`src/rtl/mtt_pkg.sv`:
```
package mtt_pkg;

    // Table geometry and field widths.
    localparam int TIMER_SLOTS = 16;
    localparam int ID_BITS     = 16;
    localparam int MAX_RESULTS = 16;
    localparam int INTERVAL_W  = 24;
    localparam int OUT_ID_W    = 16;
    localparam int OP_W        = 2;
    localparam int KIND_W      = 2;

    localparam int ADDR_W = (TIMER_SLOTS > 1) ? $clog2(TIMER_SLOTS) : 1;
    localparam int CNT_W  = $clog2(TIMER_SLOTS + 1);
    localparam int FC_W   = $clog2(MAX_RESULTS + 1);
    localparam int CMP_W  = (ID_BITS > OUT_ID_W) ? ID_BITS : OUT_ID_W;

    localparam logic [INTERVAL_W-1:0] ELAPSED_MAX = {INTERVAL_W{1'b1}};

    // Input operations.
    localparam logic [OP_W-1:0] OP_ADD  = 2'd0;
    localparam logic [OP_W-1:0] OP_DEL  = 2'd1;
    localparam logic [OP_W-1:0] OP_TICK = 2'd2;

    // Result kinds.
    localparam logic [KIND_W-1:0] KIND_ADD_OK = 2'd0;
    localparam logic [KIND_W-1:0] KIND_FULL   = 2'd1;
    localparam logic [KIND_W-1:0] KIND_FIRE   = 2'd2;

    typedef struct packed {
        logic [ID_BITS-1:0]    id;
        logic [INTERVAL_W-1:0] interval;
        logic [INTERVAL_W-1:0] elapsed;
        logic                  periodic;
        logic                  first_due;
    } mtt_entry_t;

    // Verdict of the shared update unit on one entry.
    typedef struct packed {
        logic       keep;
        logic       emit;
        logic       match;
        mtt_entry_t ent;
    } mtt_step_t;

endpackage

```
`src/rtl/multi_timer_table.sv`:
```
// An add's result word is held in the ADD state and loaded into the output register once that is free.
// A delete or tick walks the n live entries in a read/compact pass; each fire word is held
// until the next fire or the end of the pass.
// The block takes one input word at a time: s_tready is high only in idle, and a stalled
// result channel holds the add response and the scan.
// Reset (aresetn low, synchronous) empties the table and clears the id counter.
module multi_timer_table
    import mtt_pkg::*;
(
    input  logic        aclk,
    input  logic        aresetn,
    // Input channel.
    input  logic        s_tvalid,
    output logic        s_tready,
    input  logic [47:0] s_tdata,   // interval_ms[23:0], periodic[24], target_id[40:25]
    input  logic [1:0]  s_tuser,   // op[1:0]
    // Result channel.
    output logic        m_tvalid,
    input  logic        m_tready,
    output logic [15:0] m_tdata,   // timer_id[15:0]
    output logic [1:0]  m_tuser,   // kind[1:0]
    output logic        m_tlast    // last
);

    // Sequencer states.
    localparam logic [1:0] ST_IDLE  = 2'd0;
    localparam logic [1:0] ST_SCAN  = 2'd1;
    localparam logic [1:0] ST_FLUSH = 2'd2;
    localparam logic [1:0] ST_ADD   = 2'd3;

    // Input word fields.
    logic [OP_W-1:0]       s_op;
    logic [INTERVAL_W-1:0] s_interval_ms;
    logic                  s_periodic;
    logic [OUT_ID_W-1:0]   s_target_id;

    assign s_op          = s_tuser;
    assign s_interval_ms = s_tdata[23:0];
    assign s_periodic    = s_tdata[24];
    assign s_target_id   = s_tdata[40:25];

    // Control state.
    logic [1:0]         state_reg, state_next;
    logic [CNT_W-1:0]   count_reg, count_next;
    logic [CNT_W-1:0]   rd_ptr_reg, rd_ptr_next;
    logic [CNT_W-1:0]   wr_ptr_reg, wr_ptr_next;
    logic               pv_reg, pv_next;
    logic               tick_mode_reg, tick_mode_next;
    logic               found_reg, found_next;
    logic [FC_W-1:0]    fc_reg, fc_next;
    logic               hold_valid_reg, hold_valid_next;
    logic [ID_BITS-1:0] next_id_reg, next_id_next;
    logic               m_tvalid_reg, m_tvalid_next;

    // Payload state.
    logic [OUT_ID_W-1:0] hold_id_reg, hold_id_next;
    logic [OUT_ID_W-1:0] target_reg, target_next;
    logic [KIND_W-1:0]   resp_kind_reg, resp_kind_next;
    logic [OUT_ID_W-1:0] resp_id_reg, resp_id_next;
    logic [KIND_W-1:0]   m_kind_reg;
    logic [OUT_ID_W-1:0] m_id_reg;
    logic                m_last_reg;

    // Slot RAM port signals.
    logic              mem_wen;
    logic [ADDR_W-1:0] mem_waddr;
    mtt_entry_t        mem_wdata;
    logic              mem_ren;
    mtt_entry_t        rd_ent;

    mtt_step_t           step;
    logic                out_free;
    logic                out_load;
    logic [KIND_W-1:0]   out_kind;
    logic [OUT_ID_W-1:0] out_id;
    logic                out_last;
    logic                issue;
    logic                stall;
    logic [ID_BITS-1:0]  id_new;

    mtt_slot_ram u_ram (
        .aclk  (aclk),
        .wen   (mem_wen),
        .waddr (mem_waddr),
        .wdata (mem_wdata),
        .ren   (mem_ren),
        .raddr (rd_ptr_reg[ADDR_W-1:0]),
        .rdata (rd_ent)
    );

    // One entry per cycle, unless the scan is stalled, goes through the shared update unit.
    mtt_update_unit u_update (
        .ent        (rd_ent),
        .tick_mode  (tick_mode_reg),
        .fire_allow (fc_reg < FC_W'(MAX_RESULTS)),
        .found      (found_reg),
        .target_id  (target_reg),
        .step       (step)
    );

    assign s_tready = (state_reg == ST_IDLE);
    assign out_free = !m_tvalid_reg || m_tready;
    assign issue    = (rd_ptr_reg < count_reg);
    assign stall    = pv_reg && step.emit && hold_valid_reg && !out_free;
    assign id_new   = next_id_reg + ID_BITS'(1);

    always_comb begin
        state_next      = state_reg;
        count_next      = count_reg;
        rd_ptr_next     = rd_ptr_reg;
        wr_ptr_next     = wr_ptr_reg;
        pv_next         = pv_reg;
        tick_mode_next  = tick_mode_reg;
        found_next      = found_reg;
        fc_next         = fc_reg;
        hold_valid_next = hold_valid_reg;
        next_id_next    = next_id_reg;
        hold_id_next    = hold_id_reg;
        target_next     = target_reg;
        resp_kind_next  = resp_kind_reg;
        resp_id_next    = resp_id_reg;
        mem_wen         = 1'b0;
        mem_waddr       = wr_ptr_reg[ADDR_W-1:0];
        mem_wdata       = step.ent;
        mem_ren         = 1'b0;
        out_load        = 1'b0;
        out_kind        = KIND_FIRE;
        out_id          = hold_id_reg;
        out_last        = 1'b0;

        case (state_reg)
            ST_IDLE: begin
                if (s_tvalid) begin
                    case (s_op)
                        OP_ADD: begin
                            if (count_reg == CNT_W'(TIMER_SLOTS)) begin
                                resp_kind_next = KIND_FULL;
                                resp_id_next   = '0;
                            end else begin
                                next_id_next       = id_new;
                                mem_wen            = 1'b1;
                                mem_waddr          = count_reg[ADDR_W-1:0];
                                mem_wdata.id        = id_new;
                                mem_wdata.interval  = s_interval_ms;
                                mem_wdata.elapsed   = '0;
                                mem_wdata.periodic  = s_periodic;
                                mem_wdata.first_due = s_periodic;
                                count_next         = count_reg + CNT_W'(1);
                                resp_kind_next     = KIND_ADD_OK;
                                resp_id_next       = OUT_ID_W'(id_new);
                            end
                            state_next = ST_ADD;
                        end
                        OP_DEL, OP_TICK: begin
                            tick_mode_next = (s_op == OP_TICK);
                            target_next    = s_target_id;
                            found_next     = 1'b0;
                            fc_next        = '0;
                            rd_ptr_next    = '0;
                            wr_ptr_next    = '0;
                            pv_next        = 1'b0;
                            state_next     = ST_SCAN;
                        end
                        default: begin
                            // The unused op code is taken and dropped.
                        end
                    endcase
                end
            end
            ST_ADD: begin
                if (out_free) begin
                    out_load   = 1'b1;
                    out_kind   = resp_kind_reg;
                    out_id     = resp_id_reg;
                    out_last   = 1'b1;
                    state_next = ST_IDLE;
                end
            end
            ST_SCAN: begin
                if (!stall) begin
                    mem_ren     = issue;
                    rd_ptr_next = issue ? rd_ptr_reg + CNT_W'(1) : rd_ptr_reg;
                    pv_next     = issue;
                    if (pv_reg) begin
                        if (step.match) begin
                            found_next = 1'b1;
                        end
                        // Kept entries are written back compacted.
                        if (step.keep) begin
                            mem_wen     = 1'b1;
                            wr_ptr_next = wr_ptr_reg + CNT_W'(1);
                        end
                        if (step.emit) begin
                            fc_next = fc_reg + FC_W'(1);
                            // The held fire is not the last one, since another follows.
                            if (hold_valid_reg) begin
                                out_load = 1'b1;
                            end
                            hold_valid_next = 1'b1;
                            hold_id_next    = OUT_ID_W'(step.ent.id);
                        end
                    end else if (!issue) begin
                        count_next = wr_ptr_reg;
                        state_next = hold_valid_reg ? ST_FLUSH : ST_IDLE;
                    end
                end
            end
            ST_FLUSH: begin
                if (out_free) begin
                    out_load        = 1'b1;
                    out_last        = 1'b1;
                    hold_valid_next = 1'b0;
                    state_next      = ST_IDLE;
                end
            end
            default: begin
                state_next = ST_IDLE;
            end
        endcase

        if (out_load) begin
            m_tvalid_next = 1'b1;
        end else if (m_tready) begin
            m_tvalid_next = 1'b0;
        end else begin
            m_tvalid_next = m_tvalid_reg;
        end
    end

    always_ff @(posedge aclk) begin
        if (!aresetn) begin
            state_reg      <= ST_IDLE;
            count_reg      <= '0;
            rd_ptr_reg     <= '0;
            wr_ptr_reg     <= '0;
            pv_reg         <= 1'b0;
            tick_mode_reg  <= 1'b0;
            found_reg      <= 1'b0;
            fc_reg         <= '0;
            hold_valid_reg <= 1'b0;
            next_id_reg    <= '0;
            m_tvalid_reg   <= 1'b0;
        end else begin
            state_reg      <= state_next;
            count_reg      <= count_next;
            rd_ptr_reg     <= rd_ptr_next;
            wr_ptr_reg     <= wr_ptr_next;
            pv_reg         <= pv_next;
            tick_mode_reg  <= tick_mode_next;
            found_reg      <= found_next;
            fc_reg         <= fc_next;
            hold_valid_reg <= hold_valid_next;
            next_id_reg    <= next_id_next;
            m_tvalid_reg   <= m_tvalid_next;
        end
    end

    always_ff @(posedge aclk) begin
        hold_id_reg   <= hold_id_next;
        target_reg    <= target_next;
        resp_kind_reg <= resp_kind_next;
        resp_id_reg   <= resp_id_next;
        if (out_load) begin
            m_kind_reg <= out_kind;
            m_id_reg   <= out_id;
            m_last_reg <= out_last;
        end
    end

    assign m_tvalid = m_tvalid_reg;
    assign m_tuser  = m_kind_reg;
    assign m_tdata  = m_id_reg;
    assign m_tlast  = m_last_reg;

    // The compaction write pointer never passes the read pointer.
    a_wr_behind_rd: assert property (@(posedge aclk) disable iff (!aresetn)
        wr_ptr_reg <= rd_ptr_reg)
        else $error("write pointer overtook read pointer");

    // The live count never exceeds the table size.
    a_count_bound: assert property (@(posedge aclk) disable iff (!aresetn)
        count_reg <= CNT_W'(TIMER_SLOTS))
        else $error("live count out of range");

    // No fire word is left held once the sequencer is back in idle.
    a_idle_no_hold: assert property (@(posedge aclk) disable iff (!aresetn)
        state_reg == ST_IDLE |-> !hold_valid_reg)
        else $error("held fire left behind in idle");

    // The live count only changes at the end of a pass, not during it.
    a_count_stable_scan: assert property (@(posedge aclk) disable iff (!aresetn)
        (state_reg == ST_SCAN && $past(state_reg) == ST_SCAN) |-> $stable(count_reg))
        else $error("live count changed mid pass");

endmodule

```
`src/rtl/mtt_slot_ram.sv`:
```
module mtt_slot_ram
    import mtt_pkg::*;
(
    input  logic              aclk,
    input  logic              wen,
    input  logic [ADDR_W-1:0] waddr,
    input  mtt_entry_t        wdata,
    input  logic              ren,
    input  logic [ADDR_W-1:0] raddr,
    output mtt_entry_t        rdata
);

    mtt_entry_t mem [TIMER_SLOTS];
    mtt_entry_t rdata_reg;

    always_ff @(posedge aclk) begin
        if (wen) begin
            mem[waddr] <= wdata;
        end
    end

    // Read data holds while the scan is stalled.
    always_ff @(posedge aclk) begin
        if (ren) begin
            rdata_reg <= mem[raddr];
        end
    end

    assign rdata = rdata_reg;

endmodule

```
`src/rtl/mtt_update_unit.sv`:
```
module mtt_update_unit
    import mtt_pkg::*;
(
    input  mtt_entry_t          ent,
    input  logic                tick_mode,
    input  logic                fire_allow,
    input  logic                found,
    input  logic [OUT_ID_W-1:0] target_id,
    output mtt_step_t           step
);

    logic [INTERVAL_W-1:0] el_inc;
    logic                  due;

    always_comb begin
        el_inc = (ent.elapsed == ELAPSED_MAX) ? ent.elapsed
                                              : ent.elapsed + INTERVAL_W'(1);
        due    = ent.first_due || (el_inc >= ent.interval);
        step       = '0;
        step.ent   = ent;
        if (tick_mode) begin
            step.ent.elapsed = el_inc;
            if (due && fire_allow) begin
                step.emit = 1'b1;
                step.keep = ent.periodic;
                step.ent.elapsed   = '0;
                step.ent.first_due = 1'b0;
            end else begin
                step.keep = 1'b1;
            end
        end else begin
            // Delete removes only the oldest matching entry.
            step.match = !found && (CMP_W'(ent.id) == CMP_W'(target_id));
            step.keep  = !step.match;
        end
    end

endmodule
```
`config.mk`:
```
export PLATFORM = sky130hd
export DESIGN_NAME = multi_timer_table
export DESIGN_NICKNAME = d
export VERILOG_FILES = /design/src/rtl/mtt_pkg.sv /design/src/rtl/multi_timer_table.sv /design/src/rtl/mtt_slot_ram.sv /design/src/rtl/mtt_update_unit.sv
export SDC_FILE = /design/constraint.sdc
export NUM_CORES = 1
export LEC_CHECK = 0
export ABC_CLOCK_PERIOD_IN_PS = 16700
export BUFFER_PORTS_ARGS = -buffer_cell sky130_fd_sc_hd__buf_2
export CORE_UTILIZATION = 37
export CTS_CLUSTER_SIZE = 10
export DETAILED_ROUTE_END_ITERATION = 16
export PLACE_DENSITY = 0.63
export SYNTH_ARGS = -nofsm -noshare
export SYNTH_HDL_FRONTEND = slang
export SYNTH_SLANG_ARGS = --single-unit
```
`constraint.sdc`:
```
create_clock -name aclk -period 16.7 [get_ports aclk]
set_input_delay 0.835 -clock aclk [delete_from_list [all_inputs] [get_ports aclk]]
set_output_delay 0.835 -clock aclk [all_outputs]
set_load 0.03 [all_outputs]
```
### After elaboration in Yosys (flattened, before gate mapping)

Memories as Yosys holds them, arrays and structs flattened. A register that Yosys moved wholly into a read port is not among the register bits.
Cells that the tools add are included.

| storage, ports and cells | value |
|---|---|
| flip-flop bits (word level) | 112 |
| memory bits (writable) | 1056 |
| bits of input ports | 54 |
| output and inout bits | 21 |
| logic and storage cells | 165 |
| memories kept | 1 |

Memories:

| name | words | bits a word | read ports | clocked after Yosys merged registers in | wr ports | RTL line | source |
|---|---|---|---|---|---|---|---|
| u_ram.mem | 16 | 66 | 1 | 1 | 1 | mtt_slot_ram.sv:13 | `mtt_entry_t mem [TIMER_SLOTS];` |

| cells by class | value |
|---|---|
| add/subtract/negate cells | 6 |
| magnitude comparators | 3 |
| equal/unequal tests | 23 |
| muxes and demuxes | 81 |
| bitwise operators | 2 |
| reductions and logical operators | 31 |

Operators with widths:

| cell | number |
|---|---|
| 66-bit 2-to-1 mux | 4 |
| 5-bit 2-to-1 mux | 16 |
| 24-bit 2-to-1 mux | 3 |
| 5-bit case mux with 2 select lines | 4 |
| 1-bit 2-to-1 mux | 35 |
| 16-bit 2-to-1 mux | 2 |
| 24-bit by 1-bit adder with 24-bit output, second input constant | 1 |
| 24-bit == test, second input constant | 1 |
| 24-bit greater-or-equal comparator | 1 |
| 6-bit AND reduction | 4 |
| 2-bit inequality test, second input constant | 11 |
| 5-bit by 1-bit adder with 5-bit output, second input constant | 4 |
| 16-bit by 1-bit adder with 16-bit output, second input constant | 1 |
| 16-bit == test | 1 |
| 4-bit 2-to-1 mux | 4 |
| 2-bit 2-to-1 mux | 6 |
| 4-bit AND reduction | 3 |
| 1-bit case mux with 2 select lines | 5 |
| 5-bit AND reduction | 2 |
| 7-bit AND reduction | 1 |
| 2-bit == test, second input constant | 3 |
| 2-bit by 1-bit inequality test with 1-bit output, second input constant | 3 |
| 2-bit case mux with 3 select lines | 1 |
| 3-bit AND reduction | 2 |
| other kinds (14) | 28 |

### Depth between registers and ports, before layout

| logic depth | value |
|---|---|
| depth in word-level cells | 14 |
| depth in mapped cells | 17 |
| depth with buffers taken out | 15 |

### Modules after synthesis

A second synthesis with hierarchy kept.

| unflattened totals | value |
|---|---|
| cells, all modules | 2586 |
| area, all modules | 49287.3 sq um |

Modules (own cells, without submodules):

| module | times used | cells an instance | area an instance (sq um) | sequential area each (sq um) |
|---|---|---|---|---|
| mtt_slot_ram | 1 | 1698 | 41461.0 | 33692.3 |
| multi_timer_table | 1 | 562 | 5567.8 | 2902.8 |
| mtt_update_unit | 1 | 326 | 2258.4 | 0.0 |

### Least setup slack after synthesis

OpenSTA, ideal clock, no wires.

| timing path | value |
|---|---|
| path type | register -> register |
| from | reg u_ram.rdata[2] (netlist name) |
| to | mem u_ram.mem[0][0] (netlist bit), enable pin |
| setup time | 0.491 ns |
| arrival time | 6.353 ns |
| required time | 16.209 ns |
| path slack | 9.856 ns |
| cell stages (with the launch flop) | 17 |
| buffers on the path | 1 |
| period minus slack after synthesis | 6.844 ns |
| path through | edfxtp_1 ha_1 and3_1 nand3_1 o211a_1 nand4_1 and2_1 or2_2 ha_1 nand4_2 nor4_4 a2111oi_4 o211ai_2 buf_6 a211oi_1 a32oi_1 nor2_1 |

| between the ends | value |
|---|---|
| longest elaborated chain between the ends | 14 |

Ends and longest elaborated chain:

| item | RTL line | source |
|---|---|---|
| 24-bit by 1-bit adder with 24-bit output / 24-bit == test (equally long branches) | mtt_update_unit.sv:17, mtt_update_unit.sv:16 |  |
| 24-bit 2-to-1 mux (*) | mtt_update_unit.sv:16 | `el_inc = (ent.elapsed == ELAPSED_MAX) ? ent.elapsed` |
| 24-bit greater-or-equal comparator (*) | mtt_update_unit.sv:18 | `due = ent.first_due \|\| (el_inc >= ent.interval);` |
| 1-bit logical OR (*) | mtt_update_unit.sv:18 |  |
| 1-bit logical AND (*) | mtt_update_unit.sv:23 | `if (due && fire_allow) begin` |
| 1-bit 2-to-1 mux | mtt_update_unit.sv:23 |  |
| 1-bit 2-to-1 mux | mtt_update_unit.sv:21 | `if (tick_mode) begin` |
| 1-bit logical AND (3 in a row) | multi_timer_table.sv:104 | `assign stall = pv_reg && step.emit && hold_valid_reg && !out_free;` |
| 1-bit 2-to-1 mux (*) | multi_timer_table.sv:180 | `if (!stall) begin` |
| 1-bit case mux with 2 select lines (*) | multi_timer_table.sv:131 | `case (state_reg)` |
| 1-bit 2-to-1 mux (*) | mtt_slot_ram.sv:17 | `if (wen) begin` |
| 1-bit 2-to-1 mux (not written as such) (*) | mtt_slot_ram.sv:18 | `mem[waddr] <= wdata;` |
| end: declaration | mtt_slot_ram.sv:13 |  |

Mark *: on every way between the ends. The rest lies on a longest branch, timed or not.

### Worst setup path after layout

| timing path | value |
|---|---|
| from | reg u_ram.rdata[2] (netlist name) |
| to | mem u_ram.mem[12][24] (netlist bit), enable pin |

| between the ends | value |
|---|---|
| longest elaborated chain between the ends | 14 |

Ends and longest elaborated chain:

| item | RTL line |
|---|---|
| 24-bit by 1-bit adder with 24-bit output / 24-bit == test (equally long branches) | mtt_update_unit.sv:17, mtt_update_unit.sv:16 |
| 24-bit 2-to-1 mux (*) | mtt_update_unit.sv:16 |
| 24-bit greater-or-equal comparator (*) | mtt_update_unit.sv:18 |
| 1-bit logical OR (*) | mtt_update_unit.sv:18 |
| 1-bit logical AND (*) | mtt_update_unit.sv:23 |
| 1-bit 2-to-1 mux | mtt_update_unit.sv:23 |
| 1-bit 2-to-1 mux | mtt_update_unit.sv:21 |
| 1-bit logical AND (3 in a row) | multi_timer_table.sv:104 |
| 1-bit 2-to-1 mux (*) | multi_timer_table.sv:180 |
| 1-bit case mux with 2 select lines (*) | multi_timer_table.sv:131 |
| 1-bit 2-to-1 mux (*) | mtt_slot_ram.sv:17 |
| 1-bit 2-to-1 mux (not written as such) (*) | mtt_slot_ram.sv:18 |

Marks and branches as above.

==> run metrics <==
status=finished clean; syn nets=2435; Area Growth Syn to Fin=13.4%; post-synthesis xor/xnor area fraction=0.902%; Worst Hold Endpoint=target_reg[13]; YS warnings=0; Routed Antenna Nets=0; Pwr Density=117 nW/µm²; drt pass-1 iters=5; Fill cells=11.2k; Critical Path Max Stage Delay=0.76 ns; largest net degree at the start of global routing=94; area of the multi-input gates=11400 µm²; Worst-Margin Slew=1.44 ns; CTS clk-pin slew, worst paths=0.05 ns; final worst setup slack=9.88 ns; Worst Hold Class=in2reg; min-delay src=s_tdata[38]; layout cell share with drive strength beyond 1=26.5%; total power=6.42 mW; post-place instance area=51200 µm²; required time of the critical path=17.06 ns; pre-CTS setup slack=10.02 ns; P_leak=16.8 nW; fraction of registers with async set/reset=0%; P_int=5.12 mW; most common cell after layout, fill and taps aside=edfxtp_1; VDD IR max=0.0870 mV; Worst slew margin=2.89%; Sink Count=1233; setup TNS=0 ns; number of synthesized register bits=1233; total gr overflow=0; startpoint type of the worst setup path=flip-flop; crit-path most repeated cell=buf_4; mapped cell area=48500 µm²; post-layout minimum cycle time=6.82 ns; CTS tree=built; vias in the first global route=24.5k; slowest CP cell=buf_4; Slew Limit Fails=0; first-pass GRT wire length=162 mm; Vias=23.6k; Nets=2596; Largest register FFs=1056; met2 WL=54.0 mm; clock skew=0.0243 ns; die area=133000 µm²; n_diodes=0; Max Cap Viol=0; Post-CTS Setup Repair Bufs=0; Comb pwr share=4.1%; Post-CTS Resized=0; Post-Layout Inst Area=55100 µm²; Ports=75; count of cell types in the netlist=69; Clock Tree Buf Depth=3; Initial Utilization=37.4%; CORE AREA=130000 µm²; met1 WL=46.6 mm; initial antenna violation count=0; Compound-Gate Fraction of Synth Area=2.48%; DR WL met3=7.33 mm; fmax=147 MHz; Seq/Total Area, Yosys=75.4%; Cells after Synth=2344; DR vias/cell=5.51; R2R depth=18; Tot GR Track Use=16.8%; Post-synth EDFFs=1190; Port Buffer Count=67; final-report hold violation count=0; CTS Hold Bufs=0; RSZ-0062 raised after global routing=no; Critical Path Sink Type=flip-flop; register area=36600 µm²; Die Wd=364 µm; adder-cell area share of the yosys netlist=0.954%; sequential power share=54.1%; reg2reg end=u_ram.mem[12][24]; Post-Synth Simple-Gate Area=3.27%; final WL=110 mm; Net Switching=1.31 mW; row cnt=132; die height=364 µm; crit path max fanout=43; DRC violations left=0; Avg WL per Cell=25.7 µm; WP data arrival=7.18 ns; Root Buffer Master=clkbuf_16; worst-path cell chain=ha_1 > and3_1 > nand3_1 > o2111ai_4 > nor3_1 > and4_1 > xor2_1 > ha_1 > nand4_1 > nor4_4 > a2111oi_4 > o211ai_2 > buf_4 > a211oi_1 > a32oi_1 > nor2_4 > buf_4 > buf_4; multiplexer share of the synthesized area=15.7%; H-tree levels=4; Crit Reg-Reg Startpoint=u_ram.rdata[2]; Mapped Avg Cell Area=20.7 µm²; R2R setup slack=9.88 ns; HPWL Detailed=57.1 mm; max layer used=met4; Clock power frac=41.8%; most frequent cells in the layout=edfxtp_1 (1190), mux4_2 (330), clkbuf_16 (148); top_reg_cell synth=edfxtp_1; number of CTS-inserted buffers=141; Final Cycle Share=40.8%; largest family of logic cells by synthesized area=multiplexers; GP Congestion=0.805; Clock Latency Late Sink=0.75 ns; Switching Fraction=20.3%; final setup vio count=0; hold depth=1; DRT iter0 DRCs=2318; critical path class=reg2reg
-- worst max path at each step --
| stage | start | end | depth (start not counted) |
|---|---|---|---|
| after floorplan | u_ram.rdata[2] | u_ram.mem[0][0] | 16 |
| after global routing | u_ram.rdata[2] | u_ram.mem[10][62] | 18 |
| final | u_ram.rdata[2] | u_ram.mem[12][24] | 18 |
| after CTS | u_ram.rdata[2] | u_ram.mem[14][15] | 18 |
| after global placement | u_ram.rdata[2] | u_ram.mem[10][65] | 18 |
| after detailed placement | u_ram.rdata[2] | u_ram.mem[14][63] | 18 |
-- worst max-delay path: cells and delay by family, from the launching register on --
| family | cells | cell delay [ns] |
|---|---|---|
| compound gates | 5 | 1.54 |
| xor+xnor | 1 | 0.17 |
| fa+ha+maj | 2 | 0.59 |
| buf+inv | 3 | 1.62 |
| flops | 1 | 0.49 |
| simple gates | 7 | 1.90 |
-- logic make-up after synthesis --
logic type / after synthesis
compound gates: 191
flops: 1233
fa+ha+maj: 37
buf+inv: 154
mux: 347
xor+xnor: 50
simple gates: 332
-- power groups by stage --
stage / sequential (mW) / combinational (mW) / clock (mW)
2_1_floorplan: 3.53 / 0.179 / 0
3_3_place_gp: 3.54 / 0.252 / 0
3_5_place_dp: 3.54 / 0.264 / 0
4_1_cts: 3.48 / 0.265 / 2.74
5_1_grt: 3.48 / 0.287 / 2.85
6_report: 3.48 / 0.263 / 2.68
-- final cells by class --
type | count | area share, %
Inverter | 45 | 0.307
Timing Repair Buffer | 127 | 1.45
Sequential cell | 1233 | 66.5
Tap cell | 1742 | 3.96
Clock buffer | 168 | 6.86
Clock inverter | 8 | 0.136
Multi-Input combinational cell | 957 | 20.8
-- stage by stage --
| step | util, % | hold slack, ns | cells |
|---|---|---|---|
| after floorplan | - | 0.438 | 2344 |
| after global placement | 39.4 | 0.447 | 4104 |
| after detailed placement | 39.4 | 0.460 | 4104 |
| after CTS | 42.4 | 0.231 | 4280 |
| after global routing | 42.4 | 0.255 | 4280 |
| final | 42.4 | 0.275 | 4280 |
-- routing by layer --
metal / up-vias / global-route usage (%)
met1: 12600 / 22.9
li1: 9929 / -
met5: - / 0
met4: 0 / 5.30
met3: 156 / 3.21
met2: 857 / 27.2
-- synth_stat cells, types with 31 or more instances --
cell / number / area, µm²
nand3_1: 37 / 185
inv_1: 44 / 165
nand2_1: 139 / 522
ha_1: 37 / 463
edfxtp_1: 1190 / 35700
mux4_2: 330 / 7430
clkbuf_1: 66 / 248
xor2_1: 31 / 272
dfxtp_1: 43 / 861
a21oi_1: 66 / 330
nor2_1: 66 / 248
o21ai_0: 59 / 295
buf_2: 33 / 165
(Power assumes the default switching activity.)
